==> src/hdl/pal_pkg.sv <==
// ----------------------------------------------------------------------------
// pal_pkg
// Shared types and constants of the positional array list.
// ----------------------------------------------------------------------------
package pal_pkg;

  localparam int unsigned DATA_W = 32;
  localparam int unsigned POS_W  = 8;
  localparam int unsigned CNT_W  = 8;

  typedef enum logic [1:0] {
    REQ_READ   = 2'd0,
    REQ_INSERT = 2'd1,
    REQ_APPEND = 2'd2,
    REQ_DELETE = 2'd3
  } req_kind_t;

  typedef enum logic [1:0] {
    ST_OK     = 2'd0,
    ST_BADPOS = 2'd1,
    ST_FULL   = 2'd2
  } status_t;

  // Per-cycle command broadcast to every cell.
  typedef struct packed {
    logic                     ins;    // insert accepted
    logic                     app;    // append accepted
    logic                     del;    // delete accepted
    logic [POS_W-1:0]         pos;
    logic [CNT_W-1:0]         cnt;    // count before the request
    logic signed [DATA_W-1:0] wdata;
  } cell_ctl_t;

endpackage

==> src/hdl/pal_cell.sv <==
// ----------------------------------------------------------------------------
// pal_cell
// One list slot: holds an entry, shifts up or down with its neighbors.
// ----------------------------------------------------------------------------
module pal_cell import pal_pkg::*; #(
  parameter int unsigned IDX = 0
) (
  input  logic                     clk,
  input  cell_ctl_t                ctl,
  input  logic signed [DATA_W-1:0] left_in,   // entry of slot IDX-1
  input  logic signed [DATA_W-1:0] right_in,  // entry of slot IDX+1
  output logic signed [DATA_W-1:0] data_out,
  output logic signed [DATA_W-1:0] rd_out     // own entry when selected, else 0
);

  localparam logic [POS_W-1:0] MY_IDX = POS_W'(IDX);

  logic signed [DATA_W-1:0] data_r;
  logic signed [DATA_W-1:0] data_nxt;

  always_comb begin
    data_nxt = data_r;
    if (ctl.ins) begin
      if (MY_IDX > ctl.pos) begin
        data_nxt = left_in;
      end else if (MY_IDX == ctl.pos) begin
        data_nxt = ctl.wdata;
      end
    end else if (ctl.app) begin
      if (MY_IDX == ctl.cnt) begin
        data_nxt = ctl.wdata;
      end
    end else if (ctl.del) begin
      if (MY_IDX >= ctl.pos) begin
        data_nxt = right_in;
      end
    end
  end

  always_ff @(posedge clk) begin
    data_r <= data_nxt;
  end

  assign data_out = data_r;
  assign rd_out   = (MY_IDX == ctl.pos) ? data_r : '0;

endmodule

==> config.mk <==
export PLATFORM = sky130hd
export DESIGN_NAME = pal_cell
export DESIGN_NICKNAME = d
export VERILOG_FILES = /design/src/hdl/pal_pkg.sv /design/src/hdl/pal_cell.sv
export SDC_FILE = /design/constraint.sdc
export NUM_CORES = 1
export LEC_CHECK = 0
export BUFFER_PORTS_ARGS = -buffer_cell sky130_fd_sc_hd__buf_2
export CORE_MARGIN = 3
export CORE_UTILIZATION = 37
export CTS_CLUSTER_SIZE = 30
export DETAILED_ROUTE_END_ITERATION = 8
export GPL_ROUTABILITY_DRIVEN = 0
export GPL_TIMING_DRIVEN = 0
export PLACE_DENSITY_LB_ADDON = 0.12
export SLEW_MARGIN = 20
export SYNTH_ARGS = -nofsm -noshare
export SYNTH_HDL_FRONTEND = slang
export SYNTH_SLANG_ARGS = --single-unit
==> constraint.sdc <==
create_clock -name clk -period 3.9 [get_ports clk]
set_input_delay 0.39 -clock clk [delete_from_list [all_inputs] [get_ports clk]]
set_output_delay 0.39 -clock clk [all_outputs]
set_load 0.005 [all_outputs]
# [Yosys cells after proc, flatten, opt, wreduce, memory -nomap -nowiden]
# Index checks and enable logic that the tools add are counted.
[totals] register_bits=32 in_bits=116 output_inout_bits=64 word_cells=18
[op_classes] n_lt_le_gt_ge=2 n_eq_ne=2 mux=8 n_reduce_logical=5
[ops] op="two-way mux 32 bit" count=8
[ops] op="logical NOT 8 bit" count=2
[ops] op="greater-or-equal comparator 1 x 8 -> 1 bit (first input constant)" count=1
[ops] op="> comparator 1 x 8 -> 1 bit (first input constant)" count=1
[ops] op="inequality test 3 x 1 -> 1 bit (second input constant)" count=2
[ops] op="nonzero test 3 bit" count=2
[ops] op="AND reduction 4 bit" count=1

# [Depth between registers and ports, before layout]
# Gate-level depths: netlist of run 1.
[logic_depth] word_depth=5 mapped_depth=4 ltp_nobuf=3

# [Least setup slack after synthesis of run 1]
# No wires, ideal clock.
[synth_path] path_type="in2reg" startpoint="input ctl[43] in the netlist's numbering" endpoint="register data_r[0], in the netlist data_out[0] (enable)" setup_ns=0.394 arrival_time_ns=1.985 required_time_ns=3.506 slack_ns=1.521 cell_stages=3 n_path_buf=0 path_cell_list="or4_4 -> nor2_4 -> a32o_1"
[synth_between] elab_chain_cells=3 word_cells_on_any_way=6
[synth_rtl] item="from (decl)" line="pal_cell.sv:9" source="input cell_ctl_t ctl,"
[synth_rtl] item="> comparator 1 x 8 -> 1 bit, or another cell as far along" line="pal_cell.sv:24" source="if (MY_IDX > ctl.pos) begin"
[synth_rtl] item="inequality test 3 x 1 -> 1 bit (no source line) / nonzero test 3 bit (equally long branches)"
[synth_rtl] item="AND reduction 4 bit (no source line) (*)"
[synth_rtl] item="to (signal assigned)" line="pal_cell.sv:41" source="data_r <= data_nxt;"
[synth_rtl] item="to (decl)" line="pal_cell.sv:18" source="logic signed [DATA_W-1:0] data_r;"
# Every way passes the cells marked *; elsewhere a longest branch is shown, timed or not.
# A chain may end at the register's enable or synchronous reset.

# [Final worst setup path of run 1]
[layout_path] startpoint="input ctl[43] in the netlist's numbering" endpoint="output rd_out[20]"
[layout_between] elab_chain_cells=2
[layout_rtl] item="logical NOT 8 bit" line="pal_cell.sv:45" source="assign rd_out = (MY_IDX == ctl.pos) ? data_r : '0;"
[layout_rtl] item="two-way mux 32 bit" line="pal_cell.sv:45"
[layout_rtl] item="to (decl)" line="pal_cell.sv:13" source="output logic signed [DATA_W-1:0] rd_out"
# No other way between the ends.

==> metrics.yaml, run 1 <==
status: "finished, final reports clean"
rsz0062_at_grt: "false"
synth_seq_cells: 32
drc: 0
htreeDepth: 2
hold_ws_ps: 413.7
yosysTopAreaCell: "edfxtp_1"
relSlewSlack_pct: 75.43
ir_drop_v: 0.0001829
dieWidth_um: 73.17
num_rows: 23
fin_util_pct: 61.74
cts_buffers: 5
slew_violations: 0
tightest_slew_ps: 367.1
place_ws_ps: 1724
portBuffers: 147
power.density_mw_per_mm2: 272.8
cts_root_buf: "clkbuf_8"
crit_arrival_ps: 1660
max-cap-violations: 0
cts_buffer_depth: 2
wl_per_cell_um: 14.41
finalCritPeriodShare_pct: 52.57
cp-end-kind: "output pin"
holdPathEnd: "data_out[11]"
grt_use_total_pct: 16.96
initial_core_util_pct: 40.00
final_area_mm2: 0.002576
largest_reg_flops: 32
netlist_instances: 112
hp-class: "primary input to register"
grt_overflow: 0
dp_hpwl_mm: 3.704
num_vias: 1460
synth_top_area_share_pct: 57.57
ant_nets: 0
finalHoldViolCount: 0
critPathMaxFanout: 10
cts_hold_buffers: 0
required_ps: 3510
synth_edf_count: 32
syn-cell-area_mm2: 0.001669
die_area_mm2: 0.005353
antenna_found_initial: 0
place_area_mm2: 0.002496
crit_path_start: "ctl[43]"
ios: 180
grt_pass1_wl_mm: 6.810
synth_cell_types: 13
ys.flop_type: "edfxtp_1"
cts_setup_buffers: 0
startpoint_type: "primary input"
fmax_mhz: 487.8
clock-sinks: 32
synth_common_cells: "edfxtp_1, mux2_2, and2_2, and2_1"
synth_area_leaders: "edfxtp_1, mux2_2, and2_2"
area_growth_pct: 54.35
leakagePower_nw: 1.264
cts_resized: 0
core_area_mm2: 0.004173
final_nets: 383
vias_per_cell: 4.591
dieHeight_um: 73.17
routed_wl_mm: 4.582
synth_fp_nets: 228
fin_crit_ps: 2050
hold_start: "ctl[11]"
ys_async_sr_fraction_pct: 0
ys_warn_count: 0
synth-seq-area-share_pct: 57.57
first_pass_iters: 4
syn_area_per_cell_um2: 14.90
setup_tns_ps: 0
tritoncts: "done"
drive_gt1_share_pct: 79.85
path_clk_slew_ps: 60
num_antenna_cells: 0
drt-initial-drc-count: 65
setup_violations: 0
hold_depth: 2
grt_pass1_vias: 1403
worst_slack_ps: 1850
grt_start_max_net_pins: 24
worstSetupPathType: "primary input to output pin"
critical path, cell delays in order:
cell,delay [ps]
buf_2,100
or4_4,540
nor2_4,230
buf_6,170
and2_2,140
buf_2,100
how the worst max path moves through the flow:
stage          cells after the start      endpoint
2_1_floorplan                      3   data_out[0]
3_3_place_gp                       4  data_out[18]
3_5_place_dp                       5  data_out[18]
4_1_cts                            6    rd_out[20]
5_1_grt                            6    rd_out[14]
6_report                           6    rd_out[20]
cells by family after synthesis:
kind of cell,share of synthesized area (%)
mux,21.59
buf+inv,3.148
compound gates,1.050
flops,57.57
simple gates,16.64
routing by layer:
metal	vias to the layer above	wire, um	track usage, %
li1	714	-	-
met1	665	1674	20.25
met2	79	2409	29.00
met3	2	479	4.683
met4	0	19	6.148
met5	-	0	0
power by group:
group | internal, W | switching [W] | total (W)
Combinational | 0.0000564 | 0.0000269 | 0.0000832
Clock | 0.000124 | 0.000113 | 0.000237
Sequential | 0.000382 | 0.000000502 | 0.000383
final cells by class:
cell class / count / area [um^2]
Fill cell: 377 / 1597
Clock buffer: 7 / 76.32
Timing Repair Buffer: 148 / 763.2
Sequential cell: 32 / 960.9
Multi-Input combinational cell: 73 / 656.9
Clock inverter: 1 / 3.754
Tap cell: 50 / 62.56
Buffer: 6 / 48.80
Inverter: 1 / 3.754
metrics by stage:
stage               total power [W]  instances
finish                    0.0007027        318
global route              0.0007372        318
CTS                       0.0007139        318
detailed placement        0.0004746        310
global placement          0.0004709        309
floorplan                 0.0004271        112
layout by cell type (no fill, tap or decap):
cell type,n
buf_2,150
a21o_1,1
clkinv_1,1
and2_1,13
mux2_2,32
buf_6,3
nor2_1,2
buf_16,1
or4_4,2
clkbuf_1,2
nor2_4,1
a32o_2,1
nor4_1,2
inv_1,1
clkbuf_8,5
and2_2,19
edfxtp_1,32
No activity file was read; power rests on OpenSTA's default activity.
==> run 2: changes to the inputs <==
--- a/config.mk
+++ b/config.mk
@@ -7,7 +7,7 @@
 export LEC_CHECK = 0
 export BUFFER_PORTS_ARGS = -buffer_cell sky130_fd_sc_hd__buf_2
 export CORE_MARGIN = 3
-export CORE_UTILIZATION = 37
+export CORE_UTILIZATION = 31
 export CTS_CLUSTER_SIZE = 30
 export DETAILED_ROUTE_END_ITERATION = 8
 export GPL_ROUTABILITY_DRIVEN = 0
==> constraint.sdc (replaced) <==
create_clock -name clk -period 1.8 [get_ports clk]
set_input_delay 0.18 -clock clk [delete_from_list [all_inputs] [get_ports clk]]
set_output_delay 0.18 -clock clk [all_outputs]
set_load 0.005 [all_outputs]
==> run 2 against run 1 <==
Effect of this change: total power is 120% higher; final cell count is 6.0% higher; final area is 0.44% higher; critical path type unchanged; count of clock-buffer cells in the layout is 1 lower; largest power group unchanged; sequential power is 120% higher.
==> metrics.yaml, run 2 (same netlist as run 1, synthesis figures left out) <==
status: "finished, final reports clean"
cts_root_buf: "clkbuf_8"
ant_nets: 0
vias_per_cell: 4.326
cp_num_buf_inv: 3
largest_reg_flops: 32
grt_pass1_vias: 1441
cts_buffer_depth: 2
final_nets: 382
finalCritPeriodShare_pct: 90.57
layout_common_cells: "buf_2, mux2_2, edfxtp_1"
cpMostUsedCell: "buf_2"
hold_ws_ps: 199.2
initial_core_util_pct: 32.27
fin_util_pct: 50.02
dieHeight_um: 79.38
cts_buffers: 5
setup_tns_ps: 0
drc: 0
place_area_mm2: 0.002504
worstSetupPathType: "primary input to output pin"
tritoncts: "done"
final_area_mm2: 0.002587
dieWidth_um: 79.38
num_vias: 1458
num_antenna_cells: 0
fin_crit_ps: 1630
grt_use_total_pct: 13.57
crit_path_start: "ctl[43]"
cp-end-kind: "output pin"
grt_overflow: 0
dp_hpwl_mm: 3.435
tightest_slew_ps: 442.2
startpoint_type: "primary input"
drt-initial-drc-count: 25
leakagePower_nw: 1.248
drive_gt1_share_pct: 80.15
cts_setup_buffers: 0
core_area_mm2: 0.005172
first_pass_iters: 4
fmax_mhz: 613.4
cts_resized: 0
antenna_found_initial: 0
path_clk_slew_ps: 70
hp-class: "primary input to register"
area_growth_pct: 55.02
grt_start_max_net_pins: 33
hold_start: "ctl[4]"
clock-sinks: 32
crit_family: "simple AND/OR/NAND/NOR gates"
htreeDepth: 2
cts_hold_buffers: 0
ir_drop_v: 0.0003721
wl_per_cell_um: 12.77
mostFrequentLayoutCell: "buf_2"
routed_wl_mm: 4.305
stdcell_count: 337
max_stage_delay_ps: 530
setup_violations: 0
relSlewSlack_pct: 70.52
power.density_mw_per_mm2: 591.1
ios: 180
portBuffers: 147
rsz0062_at_grt: "false"
num_rows: 26
path_cells: "buf_2 > or4_4 > nor2_4 > buf_6 > and2_2 > buf_2"
grt_pass1_wl_mm: 6.520
crit_arrival_ps: 1450
required_ps: 1620
slowest_stage: "or4_4"
die_area_mm2: 0.006300
critPathMaxFanout: 10
max-cap-violations: 0
dp_cells: 329
finalHoldViolCount: 0
slew_violations: 0
run 2: changes by cell type in the layout (fill, tap and decap cells not counted), sizes merged:
cell	change
clkinvlp	+1
buf	-1
clkbuf	-1
run 2: worst paths after layout:
| kind | to | slack, ps | cells after the start |
|---|---|---|---|
| setup / recovery | rd_out[20] | 170 | 6 |
| hold / removal | data_out[4] | 200 | 2 |
run 2: per-layer routing:
layer | part of all wire (%) | wire (um) | global-route usage (%)
met2 | 55 | 2372 | 25.93
met4 | 0.58 | 25 | 3.608
met1 | 34 | 1479 | 13.80
met5 | 0 | 0 | 0
met3 | 9.9 | 428 | 4.853
run 2: final cells by class:
| cell class | count | area, um^2 |
|---|---|---|
| Timing Repair Buffer | 147 | 735.7 |
| Clock inverter | 2 | 11.26 |
| Fill cell | 480 | 2585 |
| Buffer | 6 | 48.80 |
| Inverter | 1 | 3.754 |
| Clock buffer | 6 | 72.57 |
| Sequential cell | 32 | 960.9 |
| Multi-Input combinational cell | 73 | 666.9 |
| Tap cell | 70 | 87.58 |
run 2: per-stage QoR:
step           total power [W]  setup slack, ps
6_report              0.001529            169.7
5_1_grt               0.001616            82.82
4_1_cts               0.001561            138.7
3_5_place_dp          0.001027           -117.5
3_3_place_gp          0.001022           -137.0
2_1_floorplan        0.0009262            188.4
run 2: power by group:
group | switching (W) | total [W] | leakage [nW] | internal (W)
logic | 0.0000563 | 0.000178 | 0.922 | 0.000122
registers | 0.00000113 | 0.000830 | 0.288 | 0.000828
clock network | 0.000254 | 0.000522 | 0.0388 | 0.000268
total | 0.000312 | 0.00153 | 1.25 | 0.00122
==> run 3: changes to the inputs <==
--- a/config.mk
+++ b/config.mk
@@ -6,6 +6,7 @@
 export NUM_CORES = 1
 export LEC_CHECK = 0
 export BUFFER_PORTS_ARGS = -buffer_cell sky130_fd_sc_hd__buf_2
+export CORE_ASPECT_RATIO = 0.6
 export CORE_MARGIN = 3
 export CORE_UTILIZATION = 31
 export CTS_CLUSTER_SIZE = 30
==> run 3 against run 2 <==
Effect of this change: critical path type unchanged; non-clock buffer count stayed put; first-iteration DRC count is 80% higher; critical path depth stayed put; largest power group unchanged; sequential cell count stayed put; die area is 0.46% higher; largest cell class unchanged; worst setup slack worse by 5.8 ps; hold slack better by 5.6 ps; routed wire length is 4.0% higher; utilization is 2.8 points higher; clock power hardly changed; combinational power hardly changed; fmax is 0.35% lower.
==> metrics.yaml, run 3 (same netlist as run 1, synthesis figures left out) <==
status: "finished, final reports clean"
final_area_mm2: 0.002575
clock-sinks: 32
dp_cells: 322
htreeDepth: 2
relSlewSlack_pct: 70.36
initial_core_util_pct: 34.25
num_rows: 19
cp-end-kind: "output pin"
drive_gt1_share_pct: 79.78
grt_start_max_net_pins: 33
cts_buffers: 5
grt_use_total_pct: 14.39
tightest_slew_ps: 444.7
rsz0062_at_grt: "false"
setup_violations: 0
cp_num_buf_inv: 3
stdcell_count: 330
num_antenna_cells: 0
area_growth_pct: 54.27
place_ws_ps: -116.0
finalCritPeriodShare_pct: 90.89
grt_pass1_wl_mm: 7.217
drc: 0
routed_wl_mm: 4.479
ir_drop_v: 0.0002754
drt-initial-drc-count: 45
finalHoldViolCount: 0
layout_common_cells: "buf_2, mux2_2, edfxtp_1"
crit_family: "simple AND/OR/NAND/NOR gates"
power.density_mw_per_mm2: 593.5
wl_per_cell_um: 13.57
portBuffers: 147
cts_hold_buffers: 0
cts_root_buf: "clkbuf_8"
worst_slack_ps: 163.9
dieHeight_um: 62.84
vias_per_cell: 4.336
cts_setup_buffers: 0
tritoncts: "done"
leakagePower_nw: 1.249
required_ps: 1620
cpMostUsedCell: "buf_2"
startpoint_type: "primary input"
max-cap-violations: 0
cts_resized: 0
place_area_mm2: 0.002495
worstSetupPathType: "primary input to output pin"
fin_util_pct: 52.84
n_fill_cell: 435
mostFrequentLayoutCell: "buf_2"
total_power_w: 0.001528
ios: 180
slowest_stage: "or4_4"
slew_violations: 0
fmax_mhz: 611.2
dp_hpwl_mm: 3.521
core_area_mm2: 0.004873
crit_arrival_ps: 1460
path_cells: "buf_2 > or4_4 > nor2_4 > buf_6 > and2_2 > buf_2"
final_nets: 382
fin_crit_ps: 1636
dieWidth_um: 100.7
die_area_mm2: 0.006329
grt_overflow: 0
largest_reg_flops: 32
ant_nets: 0
num_vias: 1431
path_clk_slew_ps: 70
grt_pass1_vias: 1516
hp-class: "primary input to register"
cts_buffer_depth: 2
max_stage_delay_ps: 530
first_pass_iters: 4
critPathMaxFanout: 10
antenna_found_initial: 0
-- run 3: cell types whose count changed in the layout (fill, tap and decap cells not counted), sizes merged --
cell      delta
clkinvlp     -1
clkbuf       +1
-- run 3: metal layers --
layer | vias to the layer above | part of all wire, % | track usage [%]
met5 | - | 0 | 0
met1 | 652 | 42 | 17.50
met2 | 65 | 49 | 24.67
met4 | 0 | 0.63 | 3.025
li1 | 712 | - | -
met3 | 2 | 8.4 | 4.794
-- run 3: path summary, 6_finish.rpt --
| path | startpoint | endpoint | cells past startpoint |
|---|---|---|---|
| worst min-delay path | right_in[2] | data_out[2] | 2 |
| worst max-delay path | ctl[43] | rd_out[18] | 6 |
-- run 3: layout make-up --
cell class	instances	area, um^2	share of cell area (%)
clock inverter	1	3.754	0.1458
tap	63	78.83	3.061
multi-input combinational	73	666.9	25.90
clock buffer	7	76.32	2.964
timing repair buffer	147	735.7	28.57
sequential	32	960.9	37.32
inverter	1	3.754	0.1458
buffer	6	48.80	1.895
-- run 3: through the flow --
stage               setup TNS, ps  hold WS, ps
finish                          0        204.9
global placement            -3751        483.1
detailed placement          -3677        484.6
floorplan                       0        399.9
global route                    0        189.9
CTS                             0        191.6
-- run 3: where the power goes --
group          internal, W  switching (W)  leakage [nW]  total, W
clock network     0.000269       0.000250        0.0399  0.000519
logic             0.000122      0.0000580         0.922  0.000180
registers         0.000828     0.00000104         0.288  0.000829
total              0.00122       0.000309          1.25   0.00153
